[src/binary_fixed_to_decimal_ascii_macros.svh]
// Assertion macros for the fixed-point to decimal text converter.
// Included by the top level; no other dependencies.
`ifndef BINARY_FIXED_TO_DECIMAL_ASCII_MACROS_SVH
`define BINARY_FIXED_TO_DECIMAL_ASCII_MACROS_SVH
`ifndef SYNTHESIS
// Check a same-cycle implication.
`define BFDA_ASSERT_NOW(lbl, clk, rst, pre, post) \
   lbl: assert property (@(posedge clk) disable iff (rst) (pre) |-> (post)) \
      else $error("bfda assertion failed");
// Check an implication on the following cycle.
`define BFDA_ASSERT_NEXT(lbl, clk, rst, pre, post) \
   lbl: assert property (@(posedge clk) disable iff (rst) (pre) |=> (post)) \
      else $error("bfda assertion failed");
`else
`define BFDA_ASSERT_NOW(lbl, clk, rst, pre, post)
`define BFDA_ASSERT_NEXT(lbl, clk, rst, pre, post)
`endif
`endif

[src/bfda_pkg.sv]
// Shared constants, types and codes of the fixed-point to decimal text converter.
// No dependencies.
package bfda_pkg;

   localparam int VALUE_W     = 32;
   localparam int CHAR_W      = 7;
   localparam int SCALED_W    = 17;
   localparam int RANGE_W     = 18;
   localparam int PROD_W      = 2 * SCALED_W;
   localparam int TEXT_LEN    = 6;
   localparam int IDX_W       = 3;
   localparam int STEP_W      = 3;
   localparam int QUEUE_DEPTH = 2;

   localparam logic [VALUE_W-1:0]  LIMIT_VALUE = VALUE_W'(256000);
   localparam int                  FRAC_BITS   = 8;
   localparam logic [SCALED_W-1:0] DIV10_MULT  = SCALED_W'(104858);
   localparam int                  DIV10_SHIFT = 20;

   localparam logic [CHAR_W-1:0] ASCII_ZERO  = 7'h30;
   localparam logic [CHAR_W-1:0] ASCII_BLANK = 7'h20;
   localparam logic [CHAR_W-1:0] ASCII_POINT = 7'h2E;
   localparam logic [CHAR_W-1:0] ASCII_STAR  = 7'h2A;

   // Text positions, first character at 0
   localparam logic [IDX_W-1:0] POS_HUNDREDS   = 3'd0;
   localparam logic [IDX_W-1:0] POS_TENS       = 3'd1;
   localparam logic [IDX_W-1:0] POS_ONES       = 3'd2;
   localparam logic [IDX_W-1:0] POS_POINT      = 3'd3;
   localparam logic [IDX_W-1:0] POS_TENTHS     = 3'd4;
   localparam logic [IDX_W-1:0] POS_HUNDREDTHS = 3'd5;
   localparam logic [IDX_W-1:0] POS_LAST       = 3'd5;

   // Digit steps, least significant first
   localparam logic [STEP_W-1:0] STEP_HUNDREDTHS = 3'd0;
   localparam logic [STEP_W-1:0] STEP_TENTHS     = 3'd1;
   localparam logic [STEP_W-1:0] STEP_ONES       = 3'd2;
   localparam logic [STEP_W-1:0] STEP_TENS       = 3'd3;
   localparam logic [STEP_W-1:0] STEP_HUNDREDS   = 3'd4;

   typedef logic [CHAR_W-1:0] char_type;
   typedef char_type [TEXT_LEN-1:0] text_type;

   // Classified item between front end and converter
   typedef struct packed {
      logic                err;
      logic [SCALED_W-1:0] scaled;
   } entry_type;

endpackage

[src/bfda_front.sv]
// Front end: accepts values, checks range and scales to hundredths.
// Depends on bfda_pkg.
module bfda_front import bfda_pkg::*; (
   input  logic               clock,
   input  logic               reset,
   input  logic               req_valid,
   output logic               req_ready,
   input  logic [VALUE_W-1:0] req_value,
   output logic               entry_valid,
   input  logic               entry_ready,
   output entry_type          entry_data
);

   logic             valid_ff, valid_in;
   entry_type        entry_ff, entry_in;
   logic             accept;
   logic [RANGE_W+6:0] prod;

   assign req_ready   = !valid_ff || entry_ready;
   assign accept      = req_valid && req_ready;
   assign entry_valid = valid_ff;
   assign entry_data  = entry_ff;

   // Classify and scale: times 100 as shifts, then drop the fraction bits
   always_comb begin
      prod = ({7'b0, req_value[RANGE_W-1:0]} << 6) + ({7'b0, req_value[RANGE_W-1:0]} << 5)
           + ({7'b0, req_value[RANGE_W-1:0]} << 2);
      entry_in.err    = (req_value >= LIMIT_VALUE);
      entry_in.scaled = prod[FRAC_BITS +: SCALED_W];
      valid_in        = accept || (valid_ff && !entry_ready);
   end

   // Hold the stage until the queue takes it
   always_ff @(posedge clock) begin
      if (reset) begin
         valid_ff <= 1'b0;
      end else begin
         valid_ff <= valid_in;
      end
   end

   always_ff @(posedge clock) begin
      if (accept) begin
         entry_ff <= entry_in;
      end
   end

endmodule

[src/bfda_fifo.sv]
// Short queue between the front end and the digit converter.
// Depends on bfda_pkg.
module bfda_fifo import bfda_pkg::*; #(
   parameter int DEPTH = QUEUE_DEPTH
) (
   input  logic      clock,
   input  logic      reset,
   input  logic      in_valid,
   output logic      in_ready,
   input  entry_type in_data,
   output logic      out_valid,
   input  logic      out_ready,
   output entry_type out_data
);

   localparam int PTR_W = (DEPTH > 1) ? $clog2(DEPTH) : 1;
   localparam int CNT_W = $clog2(DEPTH + 1);

   entry_type        slot_ff [DEPTH];
   logic [PTR_W-1:0] wr_ptr_ff, wr_ptr_in;
   logic [PTR_W-1:0] rd_ptr_ff, rd_ptr_in;
   logic [CNT_W-1:0] count_ff, count_in;
   logic             push, pop;

   assign in_ready  = (count_ff != CNT_W'(DEPTH));
   assign out_valid = (count_ff != '0);
   assign out_data  = slot_ff[rd_ptr_ff];
   assign push      = in_valid && in_ready;
   assign pop       = out_valid && out_ready;

   // Advance pointers with wrap at the depth
   always_comb begin
      wr_ptr_in = wr_ptr_ff;
      rd_ptr_in = rd_ptr_ff;
      count_in  = count_ff;
      if (push) begin
         wr_ptr_in = (wr_ptr_ff == PTR_W'(DEPTH - 1)) ? '0 : wr_ptr_ff + 1'b1;
      end
      if (pop) begin
         rd_ptr_in = (rd_ptr_ff == PTR_W'(DEPTH - 1)) ? '0 : rd_ptr_ff + 1'b1;
      end
      if (push && !pop) begin
         count_in = count_ff + 1'b1;
      end else if (pop && !push) begin
         count_in = count_ff - 1'b1;
      end
   end

   always_ff @(posedge clock) begin
      if (reset) begin
         wr_ptr_ff <= '0;
         rd_ptr_ff <= '0;
         count_ff  <= '0;
      end else begin
         wr_ptr_ff <= wr_ptr_in;
         rd_ptr_ff <= rd_ptr_in;
         count_ff  <= count_in;
      end
   end

   always_ff @(posedge clock) begin
      if (push) begin
         slot_ff[wr_ptr_ff] <= in_data;
      end
   end

endmodule

[src/bfda_digits.sv]
// Digit converter: splits the scaled value one decimal digit a cycle into text.
// Depends on bfda_pkg.
module bfda_digits import bfda_pkg::*; (
   input  logic      clock,
   input  logic      reset,
   input  logic      entry_valid,
   output logic      entry_ready,
   input  entry_type entry_data,
   output logic      text_valid,
   input  logic      text_ready,
   output text_type  text
);

   localparam logic [1:0] ST_IDLE = 2'd0;
   localparam logic [1:0] ST_RUN  = 2'd1;
   localparam logic [1:0] ST_DONE = 2'd2;

   logic [1:0]          state_ff, state_in;
   logic [STEP_W-1:0]   step_ff, step_in;
   logic [SCALED_W-1:0] rest_ff, rest_in;
   text_type            text_ff, text_in;
   logic                pop;
   logic [PROD_W-1:0]   prod;
   logic [SCALED_W-1:0] quot;
   logic [SCALED_W-1:0] remainder;
   char_type            digit_char;
   logic [IDX_W-1:0]    slot;

   assign text_valid  = (state_ff == ST_DONE);
   assign text        = text_ff;
   assign entry_ready = (state_ff == ST_IDLE) || (state_ff == ST_DONE && text_ready);
   assign pop         = entry_valid && entry_ready;

   // Divide by ten through the reciprocal, exact below 2**18
   always_comb begin
      prod      = {{SCALED_W{1'b0}}, rest_ff} * {{SCALED_W{1'b0}}, DIV10_MULT};
      quot      = SCALED_W'(prod >> DIV10_SHIFT);
      remainder = rest_ff - ((quot << 3) + (quot << 1));
      if (step_ff >= STEP_TENS && rest_ff == '0) begin
         digit_char = ASCII_BLANK;
      end else begin
         digit_char = ASCII_ZERO + {3'b0, remainder[3:0]};
      end
   end

   // Map the digit step to its text position
   always_comb begin
      unique case (step_ff)
         STEP_HUNDREDTHS: slot = POS_HUNDREDTHS;
         STEP_TENTHS:     slot = POS_TENTHS;
         STEP_ONES:       slot = POS_ONES;
         STEP_TENS:       slot = POS_TENS;
         STEP_HUNDREDS:   slot = POS_HUNDREDS;
         default:         slot = POS_HUNDREDS;
      endcase
   end

   // Sequence: load on pop, one digit a cycle, hold until handed off; out-of-range entries skip the digits
   always_comb begin
      state_in = state_ff;
      step_in  = step_ff;
      rest_in  = rest_ff;
      text_in  = text_ff;
      unique case (state_ff) inside
         ST_IDLE, ST_DONE: begin
            if (state_ff == ST_DONE && text_ready) begin
               state_in = ST_IDLE;
            end
            if (pop) begin
               step_in = STEP_HUNDREDTHS;
               rest_in = entry_data.scaled;
               if (entry_data.err) begin
                  text_in = {TEXT_LEN{ASCII_STAR}};
                  text_in[POS_POINT] = ASCII_POINT;
                  state_in = ST_DONE;
               end else begin
                  text_in[POS_POINT] = ASCII_POINT;
                  state_in = ST_RUN;
               end
            end
         end
         ST_RUN: begin
            text_in[slot] = digit_char;
            rest_in       = quot;
            step_in       = step_ff + 1'b1;
            if (step_ff == STEP_HUNDREDS) begin
               state_in = ST_DONE;
            end
         end
         default: begin
            state_in = ST_IDLE;
         end
      endcase
   end

   always_ff @(posedge clock) begin
      if (reset) begin
         state_ff <= ST_IDLE;
         step_ff  <= '0;
      end else begin
         state_ff <= state_in;
         step_ff  <= step_in;
      end
   end

   always_ff @(posedge clock) begin
      rest_ff <= rest_in;
      text_ff <= text_in;
   end

endmodule

[src/bfda_emit.sv]
// Character emitter: sends the six-character text one word per cycle while rsp_ready is high.
// Depends on bfda_pkg.
module bfda_emit import bfda_pkg::*; (
   input  logic              clock,
   input  logic              reset,
   input  logic              text_valid,
   output logic              text_ready,
   input  text_type          text,
   output logic              rsp_valid,
   input  logic              rsp_ready,
   output logic [CHAR_W-1:0] rsp_character,
   output logic              rsp_last_char
);

   logic             valid_ff, valid_in;
   logic [IDX_W-1:0] idx_ff, idx_in;
   text_type         text_ff;
   logic             send, load;

   assign rsp_valid     = valid_ff;
   assign rsp_character = text_ff[idx_ff];
   assign rsp_last_char = (idx_ff == POS_LAST);
   assign send          = valid_ff && rsp_ready;
   assign text_ready    = !valid_ff || (send && rsp_last_char);
   assign load          = text_valid && text_ready;

   // Advance through the text, reload on the last word
   always_comb begin
      valid_in = valid_ff;
      idx_in   = idx_ff;
      if (load) begin
         valid_in = 1'b1;
         idx_in   = '0;
      end else if (send) begin
         if (rsp_last_char) begin
            valid_in = 1'b0;
         end else begin
            idx_in = idx_ff + 1'b1;
         end
      end
   end

   always_ff @(posedge clock) begin
      if (reset) begin
         valid_ff <= 1'b0;
         idx_ff   <= '0;
      end else begin
         valid_ff <= valid_in;
         idx_ff   <= idx_in;
      end
   end

   always_ff @(posedge clock) begin
      if (load) begin
         text_ff <= text;
      end
   end

endmodule

[src/binary_fixed_to_decimal_ascii.sv]
// Unsigned fixed-point (24.8, 32 bits) to six-character decimal text.
// Request channel req_valid/req_ready/req_value carries one 32-bit value per word;
// the value has 8 fraction bits.
// Response channel rsp_valid/rsp_ready carries one 7-bit ASCII character per word,
// six words per value, most significant first: hundreds, tens, ones, point,
// tenths, hundredths. Blank stands in the hundreds and tens places when nothing
// remains there. rsp_last_char marks the sixth word. Values of 1000.00 or more
// give "***.**".
// An accepted value passes the front register, the queue, the digit converter
// and the emitter register before its first character; an out-of-range value
// skips the digit steps. The response channel carries one character per cycle
// while rsp_ready is high; the digit converter works through a load and five
// digit steps per value and overlaps with the emitter.
// A front register and a two-entry queue decouple the request side, so
// requests keep being taken while the response side is stalled, until the queue
// and front register fill; then req_ready drops.
// Reset (synchronous, active high) empties all stages; nothing is pending after.
// Depends on bfda_pkg and binary_fixed_to_decimal_ascii_macros.svh.
`include "binary_fixed_to_decimal_ascii_macros.svh"
module binary_fixed_to_decimal_ascii import bfda_pkg::*; #(
   parameter int DEPTH = QUEUE_DEPTH
) (
   input  logic               clock,
   input  logic               reset,
   input  logic               req_valid,
   output logic               req_ready,
   input  logic [VALUE_W-1:0] req_value,
   output logic               rsp_valid,
   input  logic               rsp_ready,
   output logic [CHAR_W-1:0]  rsp_character,
   output logic               rsp_last_char
);

   logic      front_valid, front_ready;
   entry_type front_data;
   logic      queue_valid, queue_ready;
   entry_type queue_data;
   logic      text_valid, text_ready;
   text_type  text;

   bfda_front u_front (
      .clock       (clock),
      .reset       (reset),
      .req_valid   (req_valid),
      .req_ready   (req_ready),
      .req_value   (req_value),
      .entry_valid (front_valid),
      .entry_ready (front_ready),
      .entry_data  (front_data)
   );

   bfda_fifo #(.DEPTH(DEPTH)) u_fifo (
      .clock     (clock),
      .reset     (reset),
      .in_valid  (front_valid),
      .in_ready  (front_ready),
      .in_data   (front_data),
      .out_valid (queue_valid),
      .out_ready (queue_ready),
      .out_data  (queue_data)
   );

   bfda_digits u_digits (
      .clock       (clock),
      .reset       (reset),
      .entry_valid (queue_valid),
      .entry_ready (queue_ready),
      .entry_data  (queue_data),
      .text_valid  (text_valid),
      .text_ready  (text_ready),
      .text        (text)
   );

   bfda_emit u_emit (
      .clock         (clock),
      .reset         (reset),
      .text_valid    (text_valid),
      .text_ready    (text_ready),
      .text          (text),
      .rsp_valid     (rsp_valid),
      .rsp_ready     (rsp_ready),
      .rsp_character (rsp_character),
      .rsp_last_char (rsp_last_char)
   );

   // A text run never breaks before its last word
   `BFDA_ASSERT_NEXT(a_run_unbroken, clock, reset,
      rsp_valid && rsp_ready && !rsp_last_char, rsp_valid)
   // The final character is always a digit or a star, never blank
   `BFDA_ASSERT_NOW(a_last_not_blank, clock, reset,
      rsp_valid && rsp_last_char, rsp_character != ASCII_BLANK)
   // A classified entry refused by the queue is held, not dropped
   `BFDA_ASSERT_NEXT(a_front_holds, clock, reset,
      front_valid && !front_ready, front_valid)

endmodule
[config.mk]
export PLATFORM = sky130hd
export DESIGN_NAME = binary_fixed_to_decimal_ascii
export DESIGN_NICKNAME = d
export VERILOG_FILES = /design/src/bfda_pkg.sv /design/src/bfda_front.sv /design/src/bfda_fifo.sv /design/src/bfda_digits.sv /design/src/bfda_emit.sv /design/src/binary_fixed_to_decimal_ascii.sv
export VERILOG_INCLUDE_DIRS = /design/src /design/src/src
export SDC_FILE = /design/constraint.sdc
export NUM_CORES = 1
export LEC_CHECK = 0
export BUFFER_PORTS_ARGS = -buffer_cell sky130_fd_sc_hd__buf_2
export CORE_ASPECT_RATIO = 1.5
export CORE_MARGIN = 2
export CORE_UTILIZATION = 55
export CTS_CLUSTER_DIAMETER = 60
export DETAILED_ROUTE_END_ITERATION = 6
export HOLD_SLACK_MARGIN = 0.08
export PLACE_DENSITY = 0.72
export SETUP_SLACK_MARGIN = 0.05
export SKIP_LAST_GASP = 1
export SLEW_MARGIN = 10
export SYNTH_ARGS = -nofsm -noshare
export SYNTH_HDL_FRONTEND = slang
export SYNTH_SLANG_ARGS = --single-unit
[constraint.sdc]
create_clock -name clock -period 15.1 [get_ports clock]
set_input_delay 3.02 -clock clock [delete_from_list [all_inputs] [get_ports clock]]
set_output_delay 3.02 -clock clock [all_outputs]
set_load 0.1 [all_outputs]
==> flow_metrics.env, run 1 <==
export IMPL_wl_per_cell_um=17.5
export IMPL_max_slew_margin_rel_pct=43.3
export IMPL_crit_arrival_ns=6.97
export IMPL_core_area_um2=22900
export IMPL_h_tree_depth=4
export IMPL_post_cts_buffers=0
export IMPL_synth_area_leaders="edfxtp_1, ha_1, fa_1, inv_1, dfxtp_1"
export IMPL_worstSetupPathType="reg2reg"
export IMPL_fin_crit_ns=6.79
export IMPL_die_area_um2=24400
export IMPL_synthMuxAreaShare_pct=3.07
export IMPL_period_share_pct=44.9
export IMPL_synth_top_area_share_pct=36.6
export IMPL_drt_iter0_drc=471
export IMPL_cts_tree="yes"
export IMPL_async_flop_share_pct=0
export IMPL_end_kind="register"
export IMPL_min_from="u_front.entry_data[4]"
export IMPL_cpPeakStageDelay_ns=0.54
export IMPL_postPlaceCellArea_um2=13300
export IMPL_timing_rr_end="u_digits.text[24]"
export IMPL_drt_wl_total_mm=25.1
export IMPL_tightest_slew_ns=0.850
export IMPL_reg2regPathDepth=25
export IMPL_r2r_start="u_digits.rest_ff[10]"
export IMPL_ys_ff_latch=170
export IMPL_synth_top_family_by_area="adder cells"
export IMPL_synth_compound_area_share_pct=7.32
export IMPL_worstHoldPathType="reg2reg"
export IMPL_start_kind="register"
export IMPL_post_cts_resized=0
export IMPL_final_hold_viol_count=0
export IMPL_antenna_cells=0
export IMPL_cp_required_ns=15.28
export IMPL_io_buffers=45
export IMPL_numCtsBuffers=17
export IMPL_grt_pass1_vias=8341
export IMPL_dpl_hpwl_mm=20.1
export IMPL_grt_pass1_wl_mm=41.5
export IMPL_crit_path_max_fanout=6
export IMPL_rsz0062_at_grt="no"
export IMPL_rows=68
export IMPL_syn_nets=1409
export IMPL_grt_max_degree=50
export IMPL_antenna_found_initial=0
export IMPL_clock_sinks=170
export IMPL_tns_ns=0
export IMPL_yosys_top_cells_count="inv_1, ha_1, edfxtp_1"
export IMPL_setup_viol=0
export IMPL_syn2layout_area_growth_pct=9.34
export IMPL_drc=0
export IMPL_yosys_area_top_type="edfxtp_1"
export IMPL_status="finished, final reports clean"
export IMPL_die_h_um=190
export IMPL_drt_pass1_iterations=7
export IMPL_routed_via_count=7936
export IMPL_yosysWarnings=0
export IMPL_synth_edf_count=155
export IMPL_synthXorXnorAreaFrac_pct=3.01
export IMPL_place_ws_ns=8.32
export IMPL_synth_area_um2=12700
export IMPL_max_cap_violations=0
export IMPL_yosysSeqAreaShare_pct=38.9
export IMPL_cpMostUsedCell="inv_1"
export IMPL_ff2ff_setup_slack_ns=8.31
export IMPL_boundaryPins=46
export IMPL_nets=1461
export IMPL_antenna_left=0
export IMPL_fin_ws_ns=8.31
export IMPL_die_w_um=128
export IMPL_synthAdderAreaFrac_pct=33.8
export IMPL_crit_path_start="u_digits.rest_ff[10]"
export IMPL_slew_viol_final=0
export IMPL_stdcell_area_um2=13900
export IMPL_yosys_area_share_simple_pct=7.01
export IMPL_synth_most_common_cell="inv_1"
export IMPL_skew_ns=0.0121
export IMPL_crit_path_top_delay_cell="fa_1"
export IMPL_track_usage_pct=22.4
export IMPL_clock_fmax_mhz=147
export IMPL_clk_pin_slew_worst_paths_ns=0.07
export IMPL_fillCellCount=1850
export IMPL_gp_congestion=0.957
export IMPL_syn_avg_cell_area_um2=11.7
export IMPL_synth_distinct_cells=56
export IMPL_cts_root_buffer_cell="clkbuf_16"
export IMPL_whs_endpoint="u_fifo.slot_ff[1][4]"
export IMPL_cts_hold_buf=0
export IMPL_grt_ovfl_total=0
export IMPL_clk_latency_ns=0.43
export IMPL_critPathBufInv=5
export IMPL_start_util_pct=55.6
export IMPL_multiInputGateArea_um2=6920
export IMPL_clk_path_buf_depth=2
export IMPL_vias_per_cell=5.53
export IMPL_crit_family="adder cells"
export IMPL_synth_flop_cell="edfxtp_1"
export IMPL_drive_gt1_share_pct=9.52
export IMPL_synth_cells=1090
export IMPL_area_sequential_um2=4950
export IMPL_hold_depth=0
==> cells in the final DEF (no fill, tap or decap), types with 18 or more instances in the layout <==
cell type  netlist  routed
buf_2            0      45
nand2_1         44      44
o21ai_0         19      19
ha_1           182     182
mux2i_1         21      21
xnor2_1         18      18
xor2_1          22      22
a21oi_1         42      42
inv_1          209     209
nor2_1          74      73
fa_1           101     101
edfxtp_1       155     155
==> cell type report <==
type                       instances  area share [%]
clock buffer                      18            3.08
clock inverter                    14            1.17
inverter                         209            5.64
multi-input combinational        687            49.7
sequential                       170            35.6
tap                              280            2.52
timing repair buffer              57            2.27
==> through the flow <==
| stage | std cells | util, % | hold WS (ns) |
|---|---|---|---|
| after global routing | 1435 | 60.8 | 0.452 |
| after global placement | 1403 | 58.2 | 0.422 |
| after CTS | 1435 | 60.8 | 0.447 |
| after detailed placement | 1403 | 58.2 | 0.431 |
| final | 1435 | 60.8 | 0.444 |
| after floorplan | 1090 | - | 0.417 |
==> per-layer routing <==
layer  global-route usage (%)  vias to the layer above  routed length (µm)
li1                         -                     3799                   -
met1                     25.4                     3893                9480
met2                     40.9                      197               13700
met3                     3.90                       47                1030
met4                     10.0                        0                 954
met5                        0                        -                   0
==> worst max path at each step <==
stage / endpoint / cells past startpoint / slack (ns)
2_1_floorplan: u_digits.text[10] / 25 / 8.88
4_1_cts: u_digits.text[24] / 25 / 8.29
3_5_place_dp: u_digits.text[24] / 25 / 8.32
5_1_grt: u_digits.text[38] / 25 / 7.90
3_3_place_gp: u_digits.text[38] / 25 / 8.44
6_report: u_digits.text[24] / 25 / 8.31
==> flip-flops by register name, summed over array words and instances (netlist names), named ones only <==
signal and flops:
u_digits.step_ff 3, u_emit.text_ff 42, u_digits.rest_ff 17, u_emit.rsp_valid 1
u_fifo.slot_ff 36, u_fifo.count_ff 2, u_emit.idx_ff 3, u_front.entry_valid 1
u_digits.text 42, u_digits.state_ff 2, u_fifo.rd_ptr_ff 1, u_fifo.wr_ptr_ff 1
u_front.entry_data 18
==> kinds of logic (layout without fill, tap and decap cells) <==
| group | count (synthesis) | in the layout |
|---|---|---|
| adder cells (fa/ha/maj) | 283 | 283 |
| buffers and inverters | 233 | 298 |
| AND/OR/NAND/NOR | 192 | 192 |
| flip-flops | 170 | 170 |
| AO/OA/AOI/OAI | 140 | 140 |
| XOR/XNOR | 42 | 42 |
| multiplexers | 30 | 30 |
Power of run 1 is not shown: default switching activity piles up to over one toggle a cycle in this logic, so the estimate is an artifact.
==> run 2, diff against run 1 <==
==> constraint.sdc (replaced) <==
create_clock -name clock -period 7.1 [get_ports clock]
set_input_delay 1.42 -clock clock [delete_from_list [all_inputs] [get_ports clock]]
set_output_delay 1.42 -clock clock [all_outputs]
set_load 0.1 [all_outputs]
==> flow_metrics.env, run 2 (synthesis results as in run 1) <==
export IMPL_multiInputGateArea_um2=6930
export IMPL_die_area_um2=24400
export IMPL_tns_ns=0
export IMPL_drt_iter0_drc=405
export IMPL_slew_viol_final=0
export IMPL_gp_congestion=0.929
export IMPL_drt_wl_total_mm=25.5
export IMPL_start_kind="register"
export IMPL_cts_root_buffer_cell="clkbuf_16"
export IMPL_worstSetupPathType="reg2reg"
export IMPL_clock_sinks=170
export IMPL_die_w_um=128
export IMPL_wl_per_cell_um=17.7
export IMPL_clk_pin_slew_worst_paths_ns=0.07
export IMPL_dpl_hpwl_mm=20.4
export IMPL_h_tree_depth=4
export IMPL_layout_common_cells="inv_1, ha_1, edfxtp_1, fa_1, nor2_1"
export IMPL_drc=0
export IMPL_io_buffers=45
export IMPL_fin_crit_ns=6.68
export IMPL_core_area_um2=22900
export IMPL_final_hold_viol_count=0
export IMPL_grt_max_degree=50
export IMPL_skew_ns=0.0111
export IMPL_vias_per_cell=5.55
export IMPL_grt_pass1_wl_mm=42.0
export IMPL_max_slew_margin_rel_pct=43.5
export IMPL_drive_gt1_share_pct=10.3
export IMPL_status="finished, final reports clean"
export IMPL_cts_tree="yes"
export IMPL_period_share_pct=94.0
export IMPL_clk_path_buf_depth=2
export IMPL_rsz0062_at_grt="no"
export IMPL_start_util_pct=55.6
export IMPL_antenna_cells=0
export IMPL_grt_ovfl_total=0
export IMPL_cp_required_ns=7.29
export IMPL_area_sequential_um2=4950
export IMPL_antenna_left=0
export IMPL_numCtsBuffers=17
export IMPL_drt_pass1_iterations=4
export IMPL_crit_arrival_ns=6.86
export IMPL_rows=68
export IMPL_antenna_found_initial=0
export IMPL_final_common_cell="inv_1"
export IMPL_end_kind="register"
export IMPL_worstHoldPathType="reg2reg"
export IMPL_setup_viol=0
export IMPL_crit_path_max_fanout=6
export IMPL_clk_latency_ns=0.44
export IMPL_grt_pass1_vias=8409
export IMPL_fillCellCount=1807
export IMPL_nets=1470
export IMPL_boundaryPins=46
export IMPL_track_usage_pct=22.6
export IMPL_max_cap_violations=0
export IMPL_die_h_um=190
export IMPL_syn2layout_area_growth_pct=10.2
export IMPL_routed_via_count=8012
export IMPL_tightest_slew_ns=0.847
export IMPL_clock_fmax_mhz=150
==> run 2: cell types whose count changed in the layout (fill, tap and decap cells not counted), sizes merged <==
| cell | change |
|---|---|
| clkbuf | -1 |
| clkinvlp | -1 |
| buf | +9 |
| bufinv | +1 |
| inv | -2 |
| clkinv | +3 |
==> run 2: layout make-up <==
class                   count  share of cell area (%)
inverters                 209                    5.60
well taps                 280                    2.50
clock inverters            15                    1.39
repair buffers             66                    2.73
flip-flops and latches    170                    35.3
multi-input cells         687                    49.4
clock buffers              17                    3.03
==> run 2: worst max-delay path, cell delays in order (launching register included) <==
cell and delay [ns]:
edfxtp_1 0.51, inv_1 0.08, ha_1 0.37, inv_1 0.08, fa_1 0.54, inv_1 0.05
fa_1 0.51, fa_1 0.54, fa_1 0.57, inv_1 0.06, fa_1 0.53, inv_1 0.04
ha_1 0.32, a211oi_1 0.33, nor2_1 0.11, nor3_2 0.20, xnor2_1 0.18, ha_1 0.29
nand2_1 0.07, o211ai_1 0.08, nor3b_1 0.25, xnor2_1 0.20, xnor2_2 0.16, a221o_1 0.35
==> run 2: timing repair <==
item	CTS	global route
buffers inserted	0	6
setup endpoints to repair	0	5
hold buffers	0	0
resized for setup	0	2
==> run 2: per-layer routing <==
metal,GRT usage [%],wire length (µm),vias to the layer above
met5,0,0,-
met4,9.59,859,0
met3,3.45,745,45
met2,41.9,14100,172
met1,25.6,9750,3971
li1,-,-,3824
==> run 2: worst paths after layout <==
path	startpoint	to	slack, ns	cells past startpoint
max	u_digits.rest_ff[7]	u_digits.text[17]	0.42	23
min reg2reg	u_front.entry_data[14]	u_fifo.slot_ff[1][14]	0.44	0
min	u_front.entry_data[14]	u_fifo.slot_ff[1][14]	0.44	0
max reg2reg	u_digits.rest_ff[7]	u_digits.text[17]	0.42	23
==> run 2: per-stage QoR <==
| step | area (µm²) | hold slack (ns) | utilization (%) | cells | worst slack, ns |
|---|---|---|---|---|---|
| after CTS | 14000 | 0.443 | 61.0 | 1438 | 0.272 |
| after global routing | 14000 | 0.454 | 61.3 | 1444 | 0.0345 |
| after floorplan | 12700 | 0.417 | - | 1090 | 0.879 |
| after global placement | 13300 | 0.422 | 58.3 | 1406 | 0.453 |
| after detailed placement | 13300 | 0.430 | 58.3 | 1406 | 0.290 |
| final | 14000 | 0.444 | 61.3 | 1444 | 0.424 |
Power of run 2 is left out for the same reason.
